[config.mk]
export PLATFORM = sky130hd
export DESIGN_NAME = uct_child_selector_top
export DESIGN_NICKNAME = d
export VERILOG_FILES = /design/src/sv/ucs_pkg.sv /design/src/sv/ucs_score.sv /design/src/sv/uct_child_selector_top.sv
export VERILOG_INCLUDE_DIRS = /design/src /design/src/sv
export SDC_FILE = /design/constraint.sdc
export NUM_CORES = 2
export LEC_CHECK = 0
export BUFFER_PORTS_ARGS = -buffer_cell sky130_fd_sc_hd__buf_2
export CAP_MARGIN = 10
export CORE_UTILIZATION = 35
export DETAILED_ROUTE_END_ITERATION = 8
export GPL_ROUTABILITY_DRIVEN = 0
export HOLD_SLACK_MARGIN = 0.12
export PLACE_DENSITY = 0.59
export SYNTH_ARGS = -nofsm -noshare
export SYNTH_HDL_FRONTEND = slang
export SYNTH_SLANG_ARGS = --single-unit
[constraint.sdc]
create_clock -name aclk -period 27.2 [get_ports aclk]
set_input_delay 1.36 -clock aclk [delete_from_list [all_inputs] [get_ports aclk]]
set_output_delay 1.36 -clock aclk [all_outputs]
set_load 0.005 [all_outputs]
[src/sv/assert_macros.svh]
// assertion macros used by uct_child_selector_top
`ifndef ASSERT_MACROS_SVH
`define ASSERT_MACROS_SVH
`ifndef SYNTHESIS
`define ASSERT_ON(lbl, clk, rstn, prop) \
    lbl: assert property (@(posedge clk) disable iff (!rstn) prop) \
        else $error("assertion failed");
`define ASSERT_NEVER(lbl, clk, rstn, cond) \
    lbl: assert property (@(posedge clk) disable iff (!rstn) !(cond)) \
        else $error("forbidden condition seen");
`else
`define ASSERT_ON(lbl, clk, rstn, prop)
`define ASSERT_NEVER(lbl, clk, rstn, cond)
`endif
`endif

[src/sv/ucs_pkg.sv]
// shared types and constants of the uct child selector
`default_nettype none
package ucs_pkg;
    localparam int DEF_MAX_CHILDREN = 128;
    localparam int DEF_VISIT_BITS   = 24;
    localparam logic signed [15:0] COEFF_RESET = 16'sd23167;
    localparam logic [31:0] LN2_Q30 = 32'd744261118;
    localparam logic signed [19:0] SCORE_MAX = 20'sd524287;
    localparam logic signed [19:0] SCORE_MIN = -20'sd524288;
    localparam int NUM_W = 38;

    // scoring request from selector to score unit
    typedef struct packed {
        logic               start;
        logic signed [15:0] coeff;
        logic signed [15:0] mean;
        logic [31:0]        cv;
        logic [31:0]        pv;
    } ucs_req_t;

    // scoring response
    typedef struct packed {
        logic               done;
        logic               inf;
        logic signed [19:0] score;
    } ucs_rsp_t;
endpackage
`default_nettype wire

[src/sv/ucs_score.sv]
// iterative ucb1 score unit around one shared multiplier
`default_nettype none
module ucs_score
    import ucs_pkg::*;
(
    input  wire logic     aclk,
    input  wire logic     aresetn,
    input  wire ucs_req_t req,
    output ucs_rsp_t      rsp
);
    localparam logic [3:0] S_IDLE = 4'd0;
    localparam logic [3:0] S_NORM = 4'd1;
    localparam logic [3:0] S_SQR  = 4'd2;
    localparam logic [3:0] S_LN   = 4'd3;
    localparam logic [3:0] S_DIV  = 4'd4;
    localparam logic [3:0] S_SQRT = 4'd5;
    localparam logic [3:0] S_TERM = 4'd6;
    localparam logic [3:0] S_DONE = 4'd7;

    logic [3:0]          state_reg;
    logic [31:0]         m_reg;
    logic [4:0]          e_reg;
    logic [15:0]         frac_reg;
    logic [5:0]          cnt_reg;
    logic [NUM_W-1:0]    num_reg;
    logic [32:0]         rem_reg;
    logic [NUM_W-1:0]    res_reg;
    logic [NUM_W-1:0]    bit_reg;
    logic                inf_reg;
    logic signed [19:0]  score_reg;

    logic [31:0]         mul_a;
    logic [31:0]         mul_b;
    logic [63:0]         mul_p;
    logic [32:0]         sq;
    logic [33:0]         rem_sh;
    logic [NUM_W-1:0]    trial;
    logic signed [16:0]  c17;
    logic [16:0]         coeff_abs;
    logic [20:0]         mag;
    logic signed [23:0]  term;
    logic signed [23:0]  sum;
    logic signed [19:0]  sat;

    // shared multiplier operand select
    always_comb begin
        c17 = 17'(req.coeff);
        coeff_abs = (c17 < 0) ? 17'(-c17) : 17'(c17);
        case (state_reg)
            S_SQR: begin
                mul_a = m_reg;
                mul_b = m_reg;
            end
            S_LN: begin
                mul_a = {11'd0, e_reg, frac_reg};
                mul_b = LN2_Q30;
            end
            S_TERM: begin
                mul_a = 32'(coeff_abs);
                mul_b = 32'(res_reg[19:0]);
            end
            default: begin
                mul_a = 32'd0;
                mul_b = 32'd0;
            end
        endcase
        mul_p = 64'(mul_a) * 64'(mul_b);
    end

    // per-step datapath
    always_comb begin
        sq     = mul_p[63:31];
        rem_sh = {rem_reg, num_reg[NUM_W-1]};
        trial  = res_reg + bit_reg;
        mag    = 21'((mul_p[36:0] + 37'd32768) >> 16);
        term   = c17[16] ? -24'(signed'({3'd0, mag})) : 24'(signed'({3'd0, mag}));
        sum    = 24'(req.mean) + term;
        if (sum > 24'(SCORE_MAX)) begin
            sat = SCORE_MAX;
        end else if (sum < 24'(SCORE_MIN)) begin
            sat = SCORE_MIN;
        end else begin
            sat = sum[19:0];
        end
    end

    // sequencer
    always_ff @(posedge aclk) begin
        if (!aresetn) begin
            state_reg <= S_IDLE;
        end else begin
            case (state_reg)
                S_IDLE: begin
                    if (req.start) begin
                        if (req.coeff == 16'sd0) begin
                            inf_reg   <= 1'b0;
                            score_reg <= 20'(req.mean);
                            state_reg <= S_DONE;
                        end else if (req.cv == 32'd0 || req.pv == 32'd0) begin
                            inf_reg   <= 1'b1;
                            score_reg <= 20'sd0;
                            state_reg <= S_DONE;
                        end else begin
                            inf_reg   <= 1'b0;
                            m_reg     <= req.pv;
                            e_reg     <= 5'd31;
                            state_reg <= S_NORM;
                        end
                    end
                end
                S_NORM: begin
                    // shift the leading one up to bit 31
                    if (m_reg[31]) begin
                        cnt_reg   <= 6'd15;
                        frac_reg  <= 16'd0;
                        state_reg <= S_SQR;
                    end else begin
                        m_reg <= m_reg << 1;
                        e_reg <= e_reg - 5'd1;
                    end
                end
                S_SQR: begin
                    // one fraction bit of log2 per squaring
                    if (sq[32]) begin
                        m_reg <= sq[32:1];
                    end else begin
                        m_reg <= sq[31:0];
                    end
                    frac_reg <= {frac_reg[14:0], sq[32]};
                    if (cnt_reg == 6'd0) begin
                        state_reg <= S_LN;
                    end else begin
                        cnt_reg <= cnt_reg - 6'd1;
                    end
                end
                S_LN: begin
                    num_reg   <= {mul_p[51:30], 16'd0};
                    rem_reg   <= 33'd0;
                    cnt_reg   <= 6'(NUM_W - 1);
                    state_reg <= S_DIV;
                end
                S_DIV: begin
                    // restoring division, one quotient bit per cycle
                    if (rem_sh >= 34'(req.cv)) begin
                        rem_reg <= 33'(rem_sh - 34'(req.cv));
                        num_reg <= {num_reg[NUM_W-2:0], 1'b1};
                    end else begin
                        rem_reg <= rem_sh[32:0];
                        num_reg <= {num_reg[NUM_W-2:0], 1'b0};
                    end
                    if (cnt_reg == 6'd0) begin
                        res_reg   <= '0;
                        bit_reg   <= NUM_W'(1) << (NUM_W - 2);
                        state_reg <= S_SQRT;
                    end else begin
                        cnt_reg <= cnt_reg - 6'd1;
                    end
                end
                S_SQRT: begin
                    // digit-by-digit square root
                    if (bit_reg == '0) begin
                        state_reg <= S_TERM;
                    end else begin
                        if (num_reg >= trial) begin
                            num_reg <= num_reg - trial;
                            res_reg <= (res_reg >> 1) + bit_reg;
                        end else begin
                            res_reg <= res_reg >> 1;
                        end
                        bit_reg <= bit_reg >> 2;
                    end
                end
                S_TERM: begin
                    score_reg <= sat;
                    state_reg <= S_DONE;
                end
                S_DONE: begin
                    state_reg <= S_IDLE;
                end
                default: begin
                    state_reg <= S_IDLE;
                end
            endcase
        end
    end

    assign rsp.done  = (state_reg == S_DONE);
    assign rsp.inf   = inf_reg;
    assign rsp.score = score_reg;
endmodule
`default_nettype wire

[src/sv/uct_child_selector_top.sv]
// uct child selector: streams sibling statistics, reports the best child
// steps from input transfer to result when the coefficient or a visit count is 0: start, done,
// update; else start, n normalize steps, n = 32 - msb index of parent visits (9..32),
// 16 squarings, ln, 38 division steps, 20 root steps, term, done, update
// one child at a time, next transfer taken in the cycle after the update; a closing
// child waits while the previous result is not taken; reset: sync aresetn clears set state
`default_nettype none
`include "assert_macros.svh"
module uct_child_selector_top
    import ucs_pkg::*;
#(
    parameter int MAX_CHILDREN = DEF_MAX_CHILDREN,
    parameter int VISIT_BITS   = DEF_VISIT_BITS
) (
    input  wire logic        aclk,
    input  wire logic        aresetn,
    input  wire logic        cfg_we,
    input  wire logic [15:0] cfg_wdata,
    input  wire logic        s_axis_tvalid,
    output logic             s_axis_tready,
    // child_mean[15:0], child_visits[39:16], parent_visits[63:40]
    input  wire logic [63:0] s_axis_tdata,
    input  wire logic        s_axis_tlast,
    output logic             m_axis_tvalid,
    input  wire logic        m_axis_tready,
    // best_index[6:0], pick_score[26:7], zero fill
    output logic [31:0]      m_axis_tdata,
    // best_unbounded[0], set_overflow[1]
    output logic [1:0]       m_axis_tuser
);
    localparam int CNT_W = $clog2(MAX_CHILDREN + 1);
    localparam int IDX_W = $clog2(MAX_CHILDREN);
    localparam logic [31:0] VMASK = 32'((64'd1 << VISIT_BITS) - 64'd1);

    localparam logic [1:0] T_IDLE = 2'd0;
    localparam logic [1:0] T_BUSY = 2'd1;
    localparam logic [1:0] T_UPD  = 2'd2;

    logic [1:0]         t_state_reg;
    logic signed [15:0] coeff_reg;
    logic signed [15:0] mean_reg;
    logic [31:0]        cv_reg;
    logic [31:0]        pv_reg;
    logic               last_reg;
    logic               skip_reg;
    logic               start_reg;
    logic signed [19:0] sc_reg;
    logic               inf_reg;
    logic [CNT_W-1:0]   seen_reg;
    logic               ovf_reg;
    logic [IDX_W-1:0]   best_idx_reg;
    logic signed [19:0] top_score_reg;
    logic               best_inf_reg;
    logic               m_valid_reg;
    logic [6:0]         out_idx_reg;
    logic signed [19:0] out_score_reg;
    logic               out_inf_reg;
    logic               out_ovf_reg;

    logic               take;
    logic               upd_go;
    logic               emit;
    logic               at_bound;
    logic [IDX_W-1:0]   best_idx_next;
    logic signed [19:0] top_score_next;
    logic               best_inf_next;
    logic               ovf_next;
    ucs_req_t           req;
    ucs_rsp_t           rsp;

    assign s_axis_tready = (t_state_reg == T_IDLE);
    assign upd_go = !last_reg || !m_valid_reg || m_axis_tready;
    assign emit = (t_state_reg == T_UPD) && upd_go && last_reg;
    assign at_bound = 32'(seen_reg) >= 32'(MAX_CHILDREN);

    // request to the score unit
    assign req.start = start_reg;
    assign req.coeff = coeff_reg;
    assign req.mean  = mean_reg;
    assign req.cv    = cv_reg;
    assign req.pv    = pv_reg;

    ucs_score u_score (
        .aclk    (aclk),
        .aresetn (aresetn),
        .req     (req),
        .rsp     (rsp)
    );

    // keep the first strictly greatest score
    always_comb begin
        if (seen_reg == '0) begin
            take = 1'b1;
        end else if (best_inf_reg) begin
            take = 1'b0;
        end else if (inf_reg) begin
            take = 1'b1;
        end else begin
            take = sc_reg > top_score_reg;
        end
        take = take && !skip_reg;
        best_idx_next  = take ? IDX_W'(seen_reg) : best_idx_reg;
        best_inf_next  = take ? inf_reg : best_inf_reg;
        top_score_next = take ? (inf_reg ? 20'sd0 : sc_reg) : top_score_reg;
        ovf_next       = ovf_reg || skip_reg;
    end

    // control sequence and set state
    always_ff @(posedge aclk) begin
        if (!aresetn) begin
            t_state_reg   <= T_IDLE;
            coeff_reg     <= COEFF_RESET;
            start_reg     <= 1'b0;
            seen_reg      <= '0;
            ovf_reg       <= 1'b0;
            best_idx_reg  <= '0;
            top_score_reg <= '0;
            best_inf_reg  <= 1'b0;
            m_valid_reg   <= 1'b0;
        end else begin
            start_reg <= (t_state_reg == T_IDLE) && s_axis_tvalid && !at_bound;
            if (cfg_we) begin
                coeff_reg <= cfg_wdata;
            end
            // result valid: set on a closing child, dropped after its transfer
            if (emit) begin
                m_valid_reg <= 1'b1;
            end else if (m_valid_reg && m_axis_tready) begin
                m_valid_reg <= 1'b0;
            end
            case (t_state_reg)
                T_IDLE: begin
                    if (s_axis_tvalid) begin
                        mean_reg <= s_axis_tdata[15:0];
                        cv_reg   <= 32'(s_axis_tdata[39:16]) & VMASK;
                        pv_reg   <= 32'(s_axis_tdata[63:40]) & VMASK;
                        last_reg <= s_axis_tlast;
                        if (at_bound) begin
                            skip_reg    <= 1'b1;
                            t_state_reg <= T_UPD;
                        end else begin
                            skip_reg    <= 1'b0;
                            t_state_reg <= T_BUSY;
                        end
                    end
                end
                T_BUSY: begin
                    if (rsp.done) begin
                        sc_reg      <= rsp.score;
                        inf_reg     <= rsp.inf;
                        t_state_reg <= T_UPD;
                    end
                end
                T_UPD: begin
                    if (upd_go) begin
                        t_state_reg <= T_IDLE;
                        if (last_reg) begin
                            // capture the result, then clear for the next set
                            out_idx_reg   <= 7'(best_idx_next);
                            out_score_reg <= best_inf_next ? SCORE_MAX : top_score_next;
                            out_inf_reg   <= best_inf_next;
                            out_ovf_reg   <= ovf_next;
                            seen_reg      <= '0;
                            ovf_reg       <= 1'b0;
                            best_idx_reg  <= '0;
                            top_score_reg <= '0;
                            best_inf_reg  <= 1'b0;
                        end else begin
                            seen_reg      <= skip_reg ? seen_reg : seen_reg + CNT_W'(1);
                            ovf_reg       <= ovf_next;
                            best_idx_reg  <= best_idx_next;
                            top_score_reg <= top_score_next;
                            best_inf_reg  <= best_inf_next;
                        end
                    end
                end
                default: begin
                    t_state_reg <= T_IDLE;
                end
            endcase
        end
    end

    assign m_axis_tvalid = m_valid_reg;
    assign m_axis_tdata  = {5'd0, out_score_reg, out_idx_reg};
    assign m_axis_tuser  = {out_ovf_reg, out_inf_reg};

    // checks
    `ASSERT_ON(a_done_when_busy, aclk, aresetn, rsp.done |-> t_state_reg == T_BUSY)
    `ASSERT_ON(a_last_emits, aclk, aresetn, emit |=> m_axis_tvalid)
    `ASSERT_NEVER(a_seen_bound, aclk, aresetn, 32'(seen_reg) > 32'(MAX_CHILDREN))
endmodule
`default_nettype wire
# Word-level counts from Yosys, hierarchy flattened
# Cells that the tools add are included.
dict set report totals {
  register_bits 404
  in_bits 86
}
dict set report op_classes {
  n_addsub 11
  mul 1
  order_cmp 7
  n_eq_ne 25
  mux 69
  n_reduce_logical 49
}
# op count
set op_table {}
lappend op_table {{$pmux W32 S3} 3}
lappend op_table {{$mux W38} 7}
lappend op_table {{$mux W20} 8}
lappend op_table {{$mux W32} 5}
lappend op_table {{$pmux W38 S2} 2}
lappend op_table {{$pmux W38 S3} 1}
lappend op_table {{$pmux W33 S2} 1}
lappend op_table {{$logic_not A32 Y1} 2}
lappend op_table {{$mul A32 B32 Y64} 1}
lappend op_table {{$pmux W20 S2} 1}
lappend op_table {{$add A37 B38 Y38} 1}
lappend op_table {{$add A38 B38 Y38} 1}
lappend op_table {{$ge A38 B38 Y1} 1}
lappend op_table {{$logic_not A38 Y1} 1}
lappend op_table {{$sub A38 B38 Y38} 1}
lappend op_table {{$add A37 B16 Y37 const B} 1}
lappend op_table {{$ge A34 B24 Y1} 1}
lappend op_table {{$mux W33} 1}
lappend op_table {{$sub A33 B24 Y33} 1}
lappend op_table {{$pmux W16 S2} 1}
lappend op_table {{$pmux W4 S7} 1}
lappend op_table {{$add A16 B24 Y24} 1}
lappend op_table {{$gt A24 B20 Y1 const B} 1}
lappend op_table {{$lt A24 B20 Y1 const B} 1}
lappend op_table {{46 further kinds} 117}

# Depth between registers and ports, before layout
dict set report depth {
  word_depth 12
  mapped_depth 55
  ltp_nobuf 53
}

# Hierarchy
# From an unflattened synthesis, not the netlist that was laid out.
dict set report hier_totals {
  cells_unflattened 6307
  hier_area_um2 56984.7
}
# mod instances cells_each area_each_um2 seq_area_each_um2
set modules_own_cells {}
lappend modules_own_cells {ucs_score 1 5745 49842.8 6306.0}
lappend modules_own_cells {uct_child_selector_top 1 562 7141.8 4624.4}

# Least setup slack after synthesis
# Ideal clock, no wire load.
dict set report synth_path {
  path_kind {register to register}
  start {register coeff_reg[0]}
  end {register u_score.score_reg[17] (data pin)}
  setup_ps 267
  arrival_ps 12906
  t_required_ps 26933
  slack_ps 14028
  path_stages_with_launch 54
  n_path_buf 4
  cell_sequence {dfxtp_1 inv_1 ha_1 nand2_1 or4_1 or3_1 nand2_1 xor2_1 nor2_1 a221oi_1 clkbuf_1 nor2_1 fa_1 fa_1 fa_1 inv_1 fa_1 inv_1 (+18 left out) xnor2_1 ha_1 a21o_1 a21o_1 nor2_1 o21ai_0 a2111oi_0 o311ai_0 a21o_1 a21o_1 a31oi_1 o21a_1 xor3_1 a41o_1 buf_6 buf_6 nand2_2 a21oi_1}
}
dict set report synth_via {
  elab_chain_len 12
  elab_cells_between_ends 17
}
# element line_no
set synth_lines {}
lappend synth_lines {{from (decl)} uct_child_selector_top.sv:40} ;# logic signed [15:0] coeff_reg;
lappend synth_lines {{from (signal assigned)} uct_child_selector_top.sv:123} ;# coeff_reg <= cfg_wdata;
lappend synth_lines {{$neg A16 Y17 or $lt A16 B1 Y1 (tied branches)} ucs_score.sv:48} ;# coeff_abs = (c17 < 0) ? 17'(-c17) : 17'(c17);
lappend synth_lines {{$mux W17} ucs_score.sv:48}
lappend synth_lines {{$pmux W32 S3} ucs_score.sv:49} ;# case (state_reg)
lappend synth_lines {{$mul A32 B32 Y64} ucs_score.sv:67} ;# mul_p = 64'(mul_a) * 64'(mul_b);
lappend synth_lines {{$add A37 B16 Y37} ucs_score.sv:75} ;# mag = 21'((mul_p[36:0] + 37'd32768) >> 16);
lappend synth_lines {{$neg A21 Y24} ucs_score.sv:76} ;# term = c17[16] ? -24'(signed'({3'd0, mag})) : 24'(signed'({3'd0, mag}));
lappend synth_lines {{$mux W24} ucs_score.sv:76}
lappend synth_lines {{$add A16 B24 Y24} ucs_score.sv:77} ;# sum = 24'(req.mean) + term;
lappend synth_lines {{$lt A24 B20 Y1} ucs_score.sv:80} ;# end else if (sum < 24'(SCORE_MIN)) begin
lappend synth_lines {{$mux W20} ucs_score.sv:80}
lappend synth_lines {{$mux W20} ucs_score.sv:78} ;# if (sum > 24'(SCORE_MAX)) begin
lappend synth_lines {{$pmux W20 S2 *} ucs_score.sv:92} ;# case (state_reg)
lappend synth_lines {{to (signal assigned)} ucs_score.sv:97} ;# score_reg <= 20'(req.mean);
lappend synth_lines {{to (signal assigned)} ucs_score.sv:174} ;# score_reg <= sat;
lappend synth_lines {{to (decl)} ucs_score.sv:30} ;# logic signed [19:0] score_reg;
# Mark *: on every way between the ends. The rest lies on a longest branch, timed or not. The select of a mux whose other input is x is not followed.
# A chain may end at the register's enable or synchronous reset.

# Worst setup path after layout
dict set report layout_path {
  start {register u_score.state_reg[0]}
  end {register u_score.score_reg[4] (data pin)}
}
dict set report layout_via {
  elab_chain_len 11
  elab_cells_between_ends 16
}
# element line_no
set layout_lines {}
lappend layout_lines {{from (decl)} ucs_score.sv:20} ;# logic [3:0] state_reg;
lappend layout_lines {{from (signal assigned)} ucs_score.sv:90} ;# state_reg <= S_IDLE;
lappend layout_lines {{from (signal assigned)} ucs_score.sv:98} ;# state_reg <= S_DONE;
lappend layout_lines {{from (signal assigned)} ucs_score.sv:102} ;# state_reg <= S_DONE;
lappend layout_lines {{$eq A4 B3 Y1 or $eq A4 B2 Y1 (tied branches)} {ucs_score.sv:49, ucs_score.sv:92}}
lappend layout_lines {{$pmux W32 S3} ucs_score.sv:49}
lappend layout_lines {{$mul A32 B32 Y64} ucs_score.sv:67}
lappend layout_lines {{$add A37 B16 Y37} ucs_score.sv:75}
lappend layout_lines {{$neg A21 Y24} ucs_score.sv:76}
lappend layout_lines {{$mux W24} ucs_score.sv:76}
lappend layout_lines {{$add A16 B24 Y24} ucs_score.sv:77}
lappend layout_lines {{$lt A24 B20 Y1} ucs_score.sv:80}
lappend layout_lines {{$mux W20} ucs_score.sv:80}
lappend layout_lines {{$mux W20} ucs_score.sv:78}
lappend layout_lines {{$pmux W20 S2 *} ucs_score.sv:92}
# Mark *: on every way between the ends. The rest lies on a longest branch, timed or not.

==> results.md <==
* CTS tree: yes
* Fillcell total at 16.0k
* H-tree levels at 2
* Min-Delay Path Class: reg -> reg
* Min Tclk post-route at 15.48 ns
* FF/Latch Area at 10,900 um2
* Post-synth EDFFs at 324
* GRT Residual Overflow at 0
* Vias after detailed routing at 44.9k
* Final setup margin at 11.72 ns
* First-pass GRT wire length at 276 mm
* Ports at 122
* Post-synth top area share at 31.8%
* Rows at 146
* Peak Freq at 64.6 MHz
* Fin. max-slew vios at 0
* # hold bufs at CTS at 0
* Endpoints failing setup at 0
* Die area at 162,000 um2
* RSZ-0062 raised after global routing: no
* Worst slew pin tran at 1.26 ns
* Synth area leaders: fa_1, edfxtp_1, ha_1
* Slowest CP cell: a2111oi_0
* Setup Fix Bufs, Post-CTS at 0
* Synth Register Bits at 384
* Setup slack at placement at 12.04 ns
* Count leader, synth: inv_1
* Initial drt markers at 4,101
* Fin nets at 7,575
* Chip width at 403 um
* Setup crit end kind: flip-flop
* Vias per inst at 5.41
* Area of the core at 159,000 um2
* Vias in the first global route at 45.6k
* Largest net degree at the start of global routing at 59
* CP most frequent cell: fa_1
* Cell variety after synth at 106
* Critical Path Fanout Max at 51
* Clock sink count at 384
* Detail Route Antenna Nets at 0
* Maximum clock insertion buffer count at 3
* Syn. warnings at 0
* Post-route setup TNS at 0 ns
* Crit-path leading delay family: compound AO/OA/AOI/OAI gates
* Tcrit/Tclk final at 56.9%
* Critical path arrival at 15.75 ns
* Worst skew pair latency at 0.62 ns
* Synth top cells by count: inv_1, fa_1, nand2_1, nor2_1, ha_1
* WP data required at 27.47 ns
* Final HPWL DP at 139 mm
* Run status: finished clean
* Pwr per Cell Area at 26.2 nW/um2
* Mean post-synth cell area at 9.08 um2
* Multi-input combinational cell area at 40,500 um2
* CP startpoint kind: flip-flop
* Pleak at 0.0268 uW
* Clock-pin slew on the worst setup and hold paths at 0.06 ns
* Share of layout cells above drive strength 1 at 6.84%
* GRT Total Usage at 22.2%
* Post-CTS resize count at 0
* Seq/Total Area, Yosys at 19.4%
* Max-cap violations at 0
* Worst slew margin at 13.8%
* Initial antenna violation count at 5
* Starting Density at 35.4%
* Cells after Synth at 6,196
* Hold Vio Cnt, Final at 0
* PortBufs at 116
* Cell taking the most area after synthesis: fa_1
* Critical path buffer and inverter count at 4
* Area growth syn-to-layout at 8.00%
* Kind of critical path: reg -> reg
* Clock Tree Root: clkbuf_16
* Async S/R FF share, synth at 0%
* Post-route DRC at 0
* Routed len/inst at 21.7 um
* CP max stage delay at 0.85 ns
* TritonCTS buffer count at 40
* Clock skew at 0.0670 ns
* Worst-case vdd ir drop at 0.0433 mV
* First-pass DRT Iterations at 7
* Die Y-Extent at 403 um
* Top FF cell, synth: edfxtp_1
* Post-Synthesis Cell Area at 56,300 um2
* Total wire length at 180 mm
cell type report:
| type | count | area share [%] |
|---|---|---|
| Clock buffer | 46 | 1.74 |
| Inverter | 1052 | 6.50 |
| Multi-Input combinational cell | 4471 | 66.6 |
| Tap cell | 2072 | 4.27 |
| Clock inverter | 27 | 0.488 |
| Timing Repair Buffer | 235 | 2.44 |
| Antenna cell | 1 | 0.00412 |
| Sequential cell | 384 | 18.0 |
metrics by stage:
stage,power (uW),cells,hold WS [ns],util [%],area (um2)
finish,1590,8288,0.404,38.2,60800
detailed placement,1020,8214,0.406,37.4,59400
global placement,1010,8212,0.414,37.4,59400
CTS,1600,8287,0.384,38.2,60800
floorplan,890,6200,0.400,-,56300
global route,1650,8288,0.399,38.2,60800
cells in the final DEF (no fill, tap or decap), types with 58 or more instances in the layout:
master	netlist	routed
nand2_1	878	877
o21ai_0	149	146
nor2_1	635	629
buf_4	8	117
ha_1	411	411
buf_2	4	116
nor3_1	69	67
inv_1	1047	1046
xnor2_1	139	139
dfxtp_1	60	58
nand3_1	73	73
fa_1	894	894
a22oi_1	59	59
a21oi_1	240	239
xor2_1	100	100
edfxtp_1	324	324
and3_1	67	67
layer usage:
metal	track usage, %	share of wire (%)	up-vias	wire, um
li1	-	-	19900	-
met1	30.4	42	22500	74600
met2	35.3	45	2071	81000
met3	3.41	8.8	449	15800
met4	8.35	4.6	2	8260
met5	0	0.0072	-	13
worst paths after layout:
| kind | start | end | slack (ns) | cells past startpoint |
|---|---|---|---|---|
| worst max register to register | u_score.state_reg[0] | u_score.score_reg[4] | 11.72 | 46 |
| worst max-delay path | u_score.state_reg[0] | u_score.score_reg[4] | 11.72 | 46 |
| worst min register to register | u_score.score_reg[13] | sc_reg[13] | 0.40 | 0 |
| worst min-delay path | u_score.score_reg[13] | sc_reg[13] | 0.40 | 0 |
power by group:
part,internal (uW),switching [uW],leakage (uW)
combinational,106,233,0.0227
clock,322,257,0.000648
sequential,652,22.2,0.00348
total,1080,513,0.0268
cells by family (layout without fill, tap and decap cells):
kind of cell | Yosys count | count (layout) | synth area share (%)
other | 1 | 6 | 0.00666
XOR/XNOR | 241 | 241 | 3.79
buffers and inverters | 1345 | 1360 | 9.07
AO/OA/AOI/OAI | 837 | 837 | 9.84
AND/OR/NAND/NOR | 2017 | 2017 | 15.7
multiplexers | 66 | 66 | 1.20
adder cells (fa/ha/maj) | 1305 | 1305 | 40.9
flip-flops | 384 | 384 | 19.4
Power figures use the tool's default switching activity.
